--- src/sv/sfd_pkg.sv ---
`default_nettype none
package sfd_pkg;

   localparam int COUNT_LIMIT_DEFAULT = 5;
   localparam int ROOT_STEPS          = 15;

   localparam logic [9:0]  UPPER_RESET = 10'd15;
   localparam logic [9:0]  LOWER_RESET = 10'd10;
   localparam logic [9:0]  REST_RESET  = 10'd338;
   localparam logic [14:0] ENTER_RESET = 15'd160;
   localparam logic [14:0] EXIT_RESET  = 15'd320;

   localparam logic [2:0] CSR_SHAKE_UPPER = 3'd0;
   localparam logic [2:0] CSR_SHAKE_LOWER = 3'd1;
   localparam logic [2:0] CSR_REST_LEVEL  = 3'd2;
   localparam logic [2:0] CSR_FALL_ENTER  = 3'd3;
   localparam logic [2:0] CSR_FALL_EXIT   = 3'd4;

   localparam logic [1:0] ST_NONE   = 2'd0;
   localparam logic [1:0] ST_ACTIVE = 2'd1;
   localparam logic [1:0] ST_ENDED  = 2'd2;

   localparam logic [1:0] AXIS_X = 2'd0;
   localparam logic [1:0] AXIS_Y = 2'd1;
   localparam logic [1:0] AXIS_Z = 2'd2;

   typedef struct packed {
      logic       load;
      logic       square;
      logic [1:0] axis_sel;
      logic       root_init;
      logic       root_step;
      logic       scale;
      logic       mul;
      logic       finish;
   } sfd_cmd_type;

   typedef struct packed {
      logic out_full;
   } sfd_status_type;

endpackage
`default_nettype wire

--- src/sv/sfd_controller.sv ---
`default_nettype none
module sfd_controller (
   input  wire logic                    clock,
   input  wire logic                    reset,
   input  wire logic                    req_valid,
   output logic                         req_stall,
   input  wire sfd_pkg::sfd_status_type status,
   output sfd_pkg::sfd_cmd_type         cmd
);
   import sfd_pkg::*;

   localparam logic [2:0] S_IDLE   = 3'd0;
   localparam logic [2:0] S_SQUARE = 3'd1;
   localparam logic [2:0] S_PREP   = 3'd2;
   localparam logic [2:0] S_ROOT   = 3'd3;
   localparam logic [2:0] S_SCALE  = 3'd4;
   localparam logic [2:0] S_MUL    = 3'd5;
   localparam logic [2:0] S_FINISH = 3'd6;

   localparam int SW = $clog2(ROOT_STEPS);
   localparam logic [SW-1:0] ROOT_LAST = SW'(ROOT_STEPS - 1);
   localparam logic [SW-1:0] SQ_LAST   = SW'(2);

   logic [2:0]    state_ff, state_in;
   logic [SW-1:0] step_ff, step_in;

   always_comb begin
      state_in = state_ff;
      step_in  = step_ff;
      cmd      = '0;
      cmd.axis_sel = step_ff[1:0];
      unique case (state_ff)
         S_IDLE: begin
            if (req_valid) begin
               cmd.load = 1'b1;
               step_in  = '0;
               state_in = S_SQUARE;
            end
         end
         S_SQUARE: begin
            cmd.square = 1'b1;
            if (step_ff == SQ_LAST) begin
               step_in  = '0;
               state_in = S_PREP;
            end else begin
               step_in = step_ff + 1'b1;
            end
         end
         S_PREP: begin
            cmd.root_init = 1'b1;
            state_in      = S_ROOT;
         end
         S_ROOT: begin
            cmd.root_step = 1'b1;
            if (step_ff == ROOT_LAST) begin
               step_in  = '0;
               state_in = S_SCALE;
            end else begin
               step_in = step_ff + 1'b1;
            end
         end
         S_SCALE: begin
            cmd.scale = 1'b1;
            state_in  = S_MUL;
         end
         S_MUL: begin
            cmd.mul  = 1'b1;
            state_in = S_FINISH;
         end
         S_FINISH: begin
            if (!status.out_full) begin
               cmd.finish = 1'b1;
               state_in   = S_IDLE;
            end
         end
         default: begin
            state_in = S_IDLE;
         end
      endcase
   end

   assign req_stall = (state_ff != S_IDLE);

   always_ff @(posedge clock) begin
      if (reset) begin
         state_ff <= S_IDLE;
         step_ff  <= '0;
      end else begin
         state_ff <= state_in;
         step_ff  <= step_in;
      end
   end

endmodule
`default_nettype wire

--- src/sv/sfd_datapath.sv ---
`default_nettype none
module sfd_datapath #(
   parameter int COUNT_LIMIT = 5
) (
   input  wire logic                 clock,
   input  wire logic                 reset,
   input  wire sfd_pkg::sfd_cmd_type cmd,
   output sfd_pkg::sfd_status_type   status,
   input  wire logic [9:0]           req_accel_x,
   input  wire logic [9:0]           req_accel_y,
   input  wire logic [9:0]           req_accel_z,
   input  wire logic                 csr_valid,
   input  wire logic [2:0]           csr_index,
   input  wire logic [14:0]          csr_data,
   output logic                      rsp_valid,
   input  wire logic                 rsp_stall,
   output logic [1:0]                rsp_shake_status,
   output logic [14:0]               rsp_shake_strength,
   output logic [1:0]                rsp_shake_axis,
   output logic [1:0]                rsp_fall_status
);
   import sfd_pkg::*;

   localparam int CW = $clog2(COUNT_LIMIT + 1);
   localparam logic [CW-1:0] LIMIT = CW'(COUNT_LIMIT);

   function automatic logic [9:0] abs_diff(input logic [9:0] a, input logic [9:0] b);
      return (a >= b) ? (a - b) : (b - a);
   endfunction

   function automatic logic two_of_three(input logic a, input logic b, input logic c);
      return (a & b) | (a & c) | (b & c);
   endfunction

   logic [9:0]  upper_ff, lower_ff, rest_ff;
   logic [14:0] enter_ff, exit_ff;

   logic [9:0]  prev_x_ff, prev_y_ff, prev_z_ff;
   logic [9:0]  dx_ff, dy_ff, dz_ff;
   logic        upper_hit_ff, lower_hit_ff;
   logic [1:0]  axis_ff;
   logic [21:0] sum_ff;
   logic [29:0] v_ff, root_ff, bit_ff;
   logic [18:0] x_ff;
   logic [33:0] prod_ff;

   logic [CW-1:0] count_ff;
   logic          shaking_ff, falling_ff;
   logic [14:0]   filt_ff;

   logic        rsp_valid_ff;
   logic [1:0]  sstat_ff, axis_out_ff, fstat_ff;
   logic [14:0] strength_ff;

   logic [9:0]  d_sel;
   logic [19:0] square;
   logic [30:0] trial;
   logic        take;
   logic [14:0] mag;
   logic [1:0]  axis_in;
   logic [14:0] q0, q;
   logic [18:0] rem;

   logic          start;
   logic [CW-1:0] count_up, count_in;
   logic          shaking_in, falling_in;
   logic [14:0]   filt_up, filt_in;
   logic [1:0]    sstat_in, fstat_in;

   assign status.out_full = rsp_valid_ff & rsp_stall;

   always_comb begin
      case (cmd.axis_sel)
         AXIS_X:  d_sel = dx_ff;
         AXIS_Y:  d_sel = dy_ff;
         AXIS_Z:  d_sel = dz_ff;
         default: d_sel = '0;
      endcase
   end

   assign square = d_sel * d_sel;
   assign trial  = {1'b0, root_ff} + {1'b0, bit_ff};
   assign take   = ({1'b0, v_ff} >= trial);
   assign mag    = root_ff[14:0];

   always_comb begin
      axis_in = AXIS_X;
      if (req_accel_y > req_accel_x) axis_in = AXIS_Y;
      if (req_accel_z > ((axis_in == AXIS_Y) ? req_accel_y : req_accel_x)) axis_in = AXIS_Z;
   end

   assign q0  = prod_ff[32:18];
   assign rem = x_ff - ({1'b0, q0, 3'b000} + {3'b000, q0, 1'b0});
   assign q   = (rem >= 19'd10) ? (q0 + 15'd1) : q0;

   always_comb begin
      start      = upper_hit_ff & ~shaking_ff & ~falling_ff & (count_ff == LIMIT);
      count_up   = count_ff;
      filt_up    = filt_ff;
      count_in   = count_ff;
      shaking_in = shaking_ff;
      filt_in    = filt_ff;
      sstat_in   = ST_NONE;
      if (start) begin
         shaking_in = 1'b1;
         filt_in    = q;
         sstat_in   = ST_ACTIVE;
      end else begin
         if (upper_hit_ff) begin
            count_up = (count_ff < LIMIT) ? (count_ff + 1'b1) : LIMIT;
            filt_up  = q;
         end
         count_in = count_up;
         filt_in  = filt_up;
         if (shaking_ff && (count_up == '0)) begin
            shaking_in = 1'b0;
            filt_in    = '0;
            sstat_in   = ST_ENDED;
         end else begin
            if (!lower_hit_ff && (count_up != '0)) count_in = count_up - 1'b1;
            sstat_in = shaking_ff ? ST_ACTIVE : ST_NONE;
         end
      end

      falling_in = falling_ff;
      if (!falling_ff && (mag < enter_ff)) begin
         falling_in = 1'b1;
         fstat_in   = ST_ACTIVE;
      end else if (falling_ff && (mag > exit_ff)) begin
         falling_in = 1'b0;
         fstat_in   = ST_ENDED;
      end else begin
         fstat_in = falling_ff ? ST_ACTIVE : ST_NONE;
      end
   end

   always_ff @(posedge clock) begin
      if (cmd.load) begin
         dx_ff        <= abs_diff(req_accel_x, rest_ff);
         dy_ff        <= abs_diff(req_accel_y, rest_ff);
         dz_ff        <= abs_diff(req_accel_z, rest_ff);
         upper_hit_ff <= two_of_three(abs_diff(req_accel_x, prev_x_ff) > upper_ff,
                                      abs_diff(req_accel_y, prev_y_ff) > upper_ff,
                                      abs_diff(req_accel_z, prev_z_ff) > upper_ff);
         lower_hit_ff <= two_of_three(abs_diff(req_accel_x, prev_x_ff) > lower_ff,
                                      abs_diff(req_accel_y, prev_y_ff) > lower_ff,
                                      abs_diff(req_accel_z, prev_z_ff) > lower_ff);
         axis_ff      <= axis_in;
         sum_ff       <= '0;
      end
      if (cmd.square) begin
         sum_ff <= sum_ff + {2'b00, square};
      end
      if (cmd.root_init) begin
         v_ff    <= {sum_ff, 8'h00};
         root_ff <= '0;
         bit_ff  <= 30'h1000_0000;
      end
      if (cmd.root_step) begin
         if (take) begin
            v_ff    <= v_ff - trial[29:0];
            root_ff <= (root_ff >> 1) + bit_ff;
         end else begin
            root_ff <= root_ff >> 1;
         end
         bit_ff <= bit_ff >> 2;
      end
      if (cmd.scale) begin
         x_ff <= {1'b0, mag, 3'b000} - {3'b000, mag, 1'b0} + {2'b00, filt_ff, 2'b00} + 19'd5;
      end
      if (cmd.mul) begin
         prod_ff <= x_ff * 15'd26214;
      end
      if (cmd.finish) begin
         sstat_ff    <= sstat_in;
         strength_ff <= (sstat_in == ST_ACTIVE) ? filt_in : 15'd0;
         axis_out_ff <= axis_ff;
         fstat_ff    <= fstat_in;
      end
   end

   always_ff @(posedge clock) begin
      if (reset) begin
         upper_ff     <= UPPER_RESET;
         lower_ff     <= LOWER_RESET;
         rest_ff      <= REST_RESET;
         enter_ff     <= ENTER_RESET;
         exit_ff      <= EXIT_RESET;
         prev_x_ff    <= '0;
         prev_y_ff    <= '0;
         prev_z_ff    <= '0;
         count_ff     <= '0;
         shaking_ff   <= 1'b0;
         falling_ff   <= 1'b0;
         filt_ff      <= '0;
         rsp_valid_ff <= 1'b0;
      end else begin
         if (csr_valid) begin
            unique case (csr_index)
               CSR_SHAKE_UPPER: upper_ff <= csr_data[9:0];
               CSR_SHAKE_LOWER: lower_ff <= csr_data[9:0];
               CSR_REST_LEVEL:  rest_ff  <= csr_data[9:0];
               CSR_FALL_ENTER:  enter_ff <= csr_data;
               CSR_FALL_EXIT:   exit_ff  <= csr_data;
               default: begin
               end
            endcase
         end
         if (cmd.load) begin
            prev_x_ff <= req_accel_x;
            prev_y_ff <= req_accel_y;
            prev_z_ff <= req_accel_z;
         end
         if (cmd.finish) begin
            count_ff     <= count_in;
            shaking_ff   <= shaking_in;
            falling_ff   <= falling_in;
            filt_ff      <= filt_in;
            rsp_valid_ff <= 1'b1;
         end else if (rsp_valid_ff && !rsp_stall) begin
            rsp_valid_ff <= 1'b0;
         end
      end
   end

   assign rsp_valid          = rsp_valid_ff;
   assign rsp_shake_status   = sstat_ff;
   assign rsp_shake_strength = strength_ff;
   assign rsp_shake_axis     = axis_out_ff;
   assign rsp_fall_status    = fstat_ff;

endmodule
`default_nettype wire

--- src/sv/shake_and_freefall_detector.sv ---
// Shake and free-fall detector for a three-axis accelerometer. Each request word carries one
// raw 10-bit sample per axis and yields exactly one response word with shake status, filtered
// magnitude (Q.4), dominant axis and free-fall status. One word is processed at a time: the
// next request is taken once the last word is done, and a word cannot finish while the
// previous response is held by a stalled receiver. Processing time is set by the three
// squarings on one shared squarer and the 15-step iterative square root; a finished response
// waits in its output register without blocking acceptance of the next request. The
// configuration port is always ready and should be written only while the block is idle.
`default_nettype none
module shake_and_freefall_detector #(
   parameter int COUNT_LIMIT = sfd_pkg::COUNT_LIMIT_DEFAULT
) (
   input  wire logic        clock,
   input  wire logic        reset,
   input  wire logic        req_valid,
   output logic             req_stall,
   input  wire logic [9:0]  req_accel_x,
   input  wire logic [9:0]  req_accel_y,
   input  wire logic [9:0]  req_accel_z,
   output logic             rsp_valid,
   input  wire logic        rsp_stall,
   output logic [1:0]       rsp_shake_status,
   output logic [14:0]      rsp_shake_strength,
   output logic [1:0]       rsp_shake_axis,
   output logic [1:0]       rsp_fall_status,
   input  wire logic        csr_valid,
   output logic             csr_ready,
   input  wire logic [2:0]  csr_index,
   input  wire logic [14:0] csr_data
);
   import sfd_pkg::*;

   sfd_cmd_type    cmd;
   sfd_status_type status;

   assign csr_ready = 1'b1;

   sfd_controller u_ctrl (
      .clock     (clock),
      .reset     (reset),
      .req_valid (req_valid),
      .req_stall (req_stall),
      .status    (status),
      .cmd       (cmd)
   );

   sfd_datapath #(
      .COUNT_LIMIT (COUNT_LIMIT)
   ) u_dp (
      .clock              (clock),
      .reset              (reset),
      .cmd                (cmd),
      .status             (status),
      .req_accel_x        (req_accel_x),
      .req_accel_y        (req_accel_y),
      .req_accel_z        (req_accel_z),
      .csr_valid          (csr_valid & csr_ready),
      .csr_index          (csr_index),
      .csr_data           (csr_data),
      .rsp_valid          (rsp_valid),
      .rsp_stall          (rsp_stall),
      .rsp_shake_status   (rsp_shake_status),
      .rsp_shake_strength (rsp_shake_strength),
      .rsp_shake_axis     (rsp_shake_axis),
      .rsp_fall_status    (rsp_fall_status)
   );

endmodule
`default_nettype wire

--- config.mk ---
export PLATFORM = sky130hd
export DESIGN_NAME = shake_and_freefall_detector
export DESIGN_NICKNAME = d
export VERILOG_FILES = /design/src/sv/sfd_pkg.sv /design/src/sv/sfd_controller.sv /design/src/sv/sfd_datapath.sv /design/src/sv/shake_and_freefall_detector.sv
export SDC_FILE = /design/constraint.sdc
export NUM_CORES = 2
export LEC_CHECK = 0
export ABC_AREA = 1
export BUFFER_PORTS_ARGS = -buffer_cell sky130_fd_sc_hd__buf_2
export CAP_MARGIN = 40
export CORE_MARGIN = 2
export CORE_UTILIZATION = 59
export DETAILED_ROUTE_END_ITERATION = 8
export HOLD_SLACK_MARGIN = 0.08
export PLACE_DENSITY = 0.9
export SLEW_MARGIN = 25
export SYNTH_ARGS = -nofsm -noshare
export SYNTH_HDL_FRONTEND = slang
export SYNTH_SLANG_ARGS = --single-unit
--- constraint.sdc ---
create_clock -name clock -period 5.4 [get_ports clock]
set_clock_uncertainty 0.05 [all_clocks]
set_input_delay 1.62 -clock clock [delete_from_list [all_inputs] [get_ports clock]]
set_output_delay 1.62 -clock clock [all_outputs]
set_load 0.05 [all_outputs]
== Word-level counts from Yosys, hierarchy flattened ==
Index checks and enable logic that the tools add are counted.
Word-level totals
  RAM bits: 0
  input port bits: 53
  memories: 0
  register bits after elaboration: 321
  word-level logic and storage cells: 203
  bits in read-only memories: 0
  bits in latches: 0
  output and inout port bits: 24
Operators by class
  add/subtract/negate cells: 25
  shift operators: 0
  bitwise operators: 17
  div/mod/pow operators: 0
  reductions and logical operators: 30
  multiply operators: 2
  equal/unequal tests: 21
  muxes and demuxes: 57
  magnitude comparators: 19
Operators with widths (number)
  2-to-1 mux 30 bit: 6
  subtractor 10 bit: 12
  greater-than comparator 10 bit: 8
  2-to-1 mux 10 bit: 7
  >= comparator 10 bit: 6
  2-to-1 mux 15 bit: 4
  2-to-1 mux 27 bit: 2
  2-to-1 mux 22 bit: 2
  multiplier 19 x 14 -> 32 bit, second input constant: 1
  adder 30 x 29 -> 31 bit: 1
  >= comparator 30 x 31 -> 1 bit: 1
  adder 29 x 29 -> 30 bit: 1
  case mux 10 bit (3 select lines): 1
  subtractor 30 bit: 1
  2-to-1 mux 3 bit: 9
  adder 22 x 20 -> 22 bit: 1
  case mux 3 bit (7 select lines): 1
  multiplier 10 x 10 -> 20 bit: 1
  adder 18 x 16 -> 19 bit: 1
  adder 19 x 17 -> 19 bit: 1
  adder 19 x 3 -> 19 bit, second input constant: 1
  >= comparator 19 x 4 -> 1 bit, second input constant: 1
  subtractor 18 x 16 -> 19 bit: 1
  subtractor 19 bit: 1
  other kinds (32): 100

== Logic depth before layout (Yosys ltp) ==
  depth after elaboration: 10
  depth in mapped cells: 36
  gate-level depth less buffers: 35

== Hierarchy ==
From an unflattened synthesis, not the netlist that was laid out.
Second synthesis, totals
  cell total of the unflattened synthesis: 4494
  area, all modules: 34471.8 um2
Modules (own cells, without submodules)
  sfd_datapath: seq. area each 7467.2 um2, cells an instance 4410, area each 33906.3 um2, instances 1
  sfd_controller: seq. area each 140.1 um2, cells an instance 82, area each 554.3 um2, instances 1
  shake_and_freefall_detector: seq. area each 0.0 um2, cells an instance 2, area each 11.3 um2, instances 1

== Worst setup path after synthesis ==
OpenSTA, ideal clock, no wires.
  path kind: reg2reg
  start point: reg u_ctrl.step_ff[0]
  end point: reg u_dp.sum_ff[19], data pin
  data required time: 5097 ps
  setup slack: -551 ps
  stages on the path, launching flop included: 27
  data arrival time: 5648 ps
  library setup time: 253 ps
  clock period less this slack: 5951 ps
  path buffers: 2
  path through: dfxtp_1 > clkbuf_1 > nor2_1 > clkbuf_1 > a221oi_1 > clkinv_1 > nand2_1 > inv_1 > fa_1 > ha_1 > inv_1 > fa_1 > inv_1 > fa_1 > inv_1 > fa_1 > inv_1 > ha_1 > nand2_1 > o21ai_0 > a21oi_1 > o21bai_1 > a21oi_1 > o21ai_0 > nand2_1 > nand2_1 > nor2_1
Between the ends
  cells in the longest elaborated chain, start to end: 5
  elaborated cells on any way between the ends: 7
  those cells by class: 1 x add/sub; 1 x mul; 2 x eq/ne; 2 x mux; 1 x reduce/logical
RTL lines
  start, declared: line sfd_controller.sv:25  | logic [SW-1:0] step_ff, step_in;
  start signal, assigned: line sfd_controller.sv:90  | step_ff <= step_in;
  == test 2 bit, or another cell as far along: line sfd_datapath.sv:73  | case (cmd.axis_sel)
  case mux 10 bit (3 select lines) *: line sfd_datapath.sv:73
  multiplier 10 x 10 -> 20 bit *: line sfd_datapath.sv:81  | assign square = d_sel * d_sel;
  adder 22 x 20 -> 22 bit *: line sfd_datapath.sv:152  | sum_ff <= sum_ff + {2'b00, square};
  2-to-1 mux 22 bit *: line sfd_datapath.sv:151  | if (cmd.square) begin
  end signal, assigned: line sfd_datapath.sv:152
  end, declared: line sfd_datapath.sv:42  | logic [21:0] sum_ff;
Mark *: on every way between the ends. The rest lies on a longest branch, timed or not.
A chain may end at the register's enable or synchronous reset.

== Worst setup path in the final report ==
  start point: reg u_ctrl.step_ff[1]
  end point: reg u_dp.sum_ff[19], data pin
Same word-level chain as after synthesis.

==> results.yml <==
sta:
  rsz0062_at_grt: "yes"
  tightest_slew_ns: 0.8759
  slew_viol_final: 0
  setup_slack_ns: -0.2296
  period_share_pct: 104.3
  max_freq_ghz: 0.1776
  fin_crit_ns: 5.630
  maxSlewHeadroom_pct: 41.55
  finalSetupViolCount: 11
  final-hold-violation-count: 0
die:
  dieArea_sq_um: 59330
  die_y_microns: 243.6
  row_count: 87
  initial_core_util_pct: 59.83
  io_pins: 77
  dieWidth_microns: 243.6
  core_area_sq_um: 56600
clocking:
  insertion_delay_ns: 0.58
  clock_sinks: 303
  clk_pin_slew_ns: 0.06
  htree_num_levels: 2
  cts_root_buf: "clkbuf_16"
  numCtsBuffers: 37
  cts_tree: "done"
  cts_buffer_depth: 3
drt:
  drt_iter0_drc: 3002
  postRouteWirelength_microns: 103600
  post_drt_wl_per_cell_microns: 18.98
  ant_nets: 0
  drt-pass1-iter-count: 7
  drc: 0
  via_per_inst: 5.934
  dr_total_vias: 32380
worst_setup_path:
  crit_cells: 28
  worstSetupStartpointType: "register"
  reg2regPathDepth: 28
  cp_top_family: "adder cells"
  slowest_stage: "fa_1"
  endpoint_kind: "register"
  crit_fanout: 7
  cp_data_arrival_time_ns: 5.90
  worstPathRequired_ns: 5.67
  worstSetupPathType: "reg -> reg"
  crit_buf_inv: 9
  max_stage_delay_ns: 0.55
run_status:
  violations: "setup timing"
  outcome: "finished, violations left"
yosys:
  synth-edff-count: 154
  yosysSeqAreaShare_pct: 22.46
  syn_inst: 4415
  syn-cell-area_sq_um: 33860
  synthFlopType: "edfxtp_1"
  syn-mean-instance-area_sq_um: 7.670
  yosysWarnings: 0
  synth_fp_nets: 5166
  ys_types: 60
  synth_seq_cells: 303
  async_flop_share_pct: 0
global_routing:
  track_usage_pct: 32.43
  antenna_found_initial: 2
  gr-total-overflow: 0
  grt_max_degree: 91
  grt_pass1_wl_microns: 156200
  grt_pass1_vias: 31148
final_layout:
  layout_common_cells: "799 x inv_1, 772 x nand2_1, 481 x ha_1"
  drive_above_1_share_pct: 11.53
  n_antenna_cell: 0
  fin_cells: 5457
  final_util_pct: 68.27
  layout.nets: 5423
  layout_commonest_cell: "inv_1"
  synthToLayoutAreaGrowth_pct: 14.12
placed_design:
  gp_congestion: 1.018
  dp_cells: 5355
  dp_hpwl_microns: 77220
  numPortBuffers: 75
hold_path:
  hold_depth: 0
  hold_path_class: "reg -> reg"
job:
  maxCapViolCount: 0
-- cell families after synthesis --
kind of cell    after synthesis  share of synthesized area [%]
compound gates              947                          15.39
xor+xnor                    179                          4.629
fa+ha+maj                   698                          30.02
buf+inv                     913                          10.30
flops                       303                          22.46
mux                          26                         0.7869
other cells                   1                        0.01107
simple gates               1348                          16.39
-- final timing paths --
path | end | startpoint | slack (ns)
worst max-delay path | u_dp.sum_ff[19] | u_ctrl.step_ff[1] | -0.23
worst min-delay path | u_dp.rsp_shake_axis[0] | u_dp.axis_ff[0] | 0.40
worst max register to register | u_dp.sum_ff[19] | u_ctrl.step_ff[1] | -0.23
worst min register to register | u_dp.rsp_shake_axis[0] | u_dp.axis_ff[0] | 0.40
-- per-stage QoR --
| stage | setup TNS [ns] | instance area, sq um | setup slack [ns] | hold slack [ns] |
|---|---|---|---|---|
| floorplan | -0.03576 | 34050 | -0.02753 | 0.3503 |
| CTS | -0.05671 | 37910 | -0.03349 | 0.4156 |
| global placement | -0.3455 | 36410 | -0.1442 | 0.3942 |
| global route | -3.989 | 38650 | -0.4016 | 0.4115 |
| finish | -1.605 | 38650 | -0.2296 | 0.3961 |
| detailed placement | -1.793 | 36460 | -0.2545 | 0.4029 |
-- cell type report --
| cell class | instances | area, sq um |
|---|---|---|
| clock buffers | 48 | 1071 |
| clock inverters | 20 | 148.9 |
| fillers | 4289 | 17960 |
| inverters | 836 | 3152 |
| multi-input cells | 3200 | 23610 |
| flip-flops and latches | 303 | 7612 |
| well taps | 756 | 945.9 |
| repair buffers | 294 | 2111 |
-- state kept, by name, indices dropped and copies added, names as in the netlist, 15 cells and up --
register,cells
u_dp.prod_ff,15
u_dp.bit_ff,15
u_dp.rsp_shake_strength,15
u_dp.filt_ff,15
u_dp.exit_ff,15
u_dp.sum_ff,22
u_dp.v_ff,30
u_dp.root_ff,30
u_dp.x_ff,18
u_dp.enter_ff,15
-- worst reg2reg max path: cells and delay by family (launching register included) --
kind                     cells  cell delay, ns
AO/OA/AOI/OAI                5            0.74
adder cells (fa/ha/maj)      6            2.57
buffers and inverters        9            0.97
flip-flops                   1            0.34
AND/OR/NAND/NOR              8            0.71
-- repair_timing --
item                                    CTS  global route
endpoints found under the setup margin   15            29
hold buffers                              0             0
gates cloned                              0             1
pin swaps                                19            96
gates resized for setup                  35           142
setup buffers                            12            21
-- metal layers --
layer	vias to the layer above	track usage (%)	part of all wire [%]
li1	15066	-	-
met1	15062	40.05	38
met2	1772	56.70	48
met3	476	4.814	8.8
met4	4	13.24	5.7
met5	-	0	0.030
-- Yosys cell counts, types with 21 or more instances --
cell type,n,area share (%)
a21oi_1,408,6.0
clkbuf_1,52,0.58
dfxtp_1,149,8.8
edfxtp_1,154,14
fa_1,191,11
ha_1,507,19
inv_1,826,9.2
mux2i_1,21,0.62
nand2_1,793,8.8
nand3_1,165,2.4
nand4_1,31,0.57
nor2_1,271,3.0
nor3_1,46,0.68
o211ai_1,21,0.47
o21ai_0,336,5.0
o21ai_1,39,0.58
xnor2_1,66,1.7
xor2_1,113,2.9
Power is left out: the tool's default activity adds up to more than one toggle a clock period on the data nets, which glitch-free logic cannot reach.
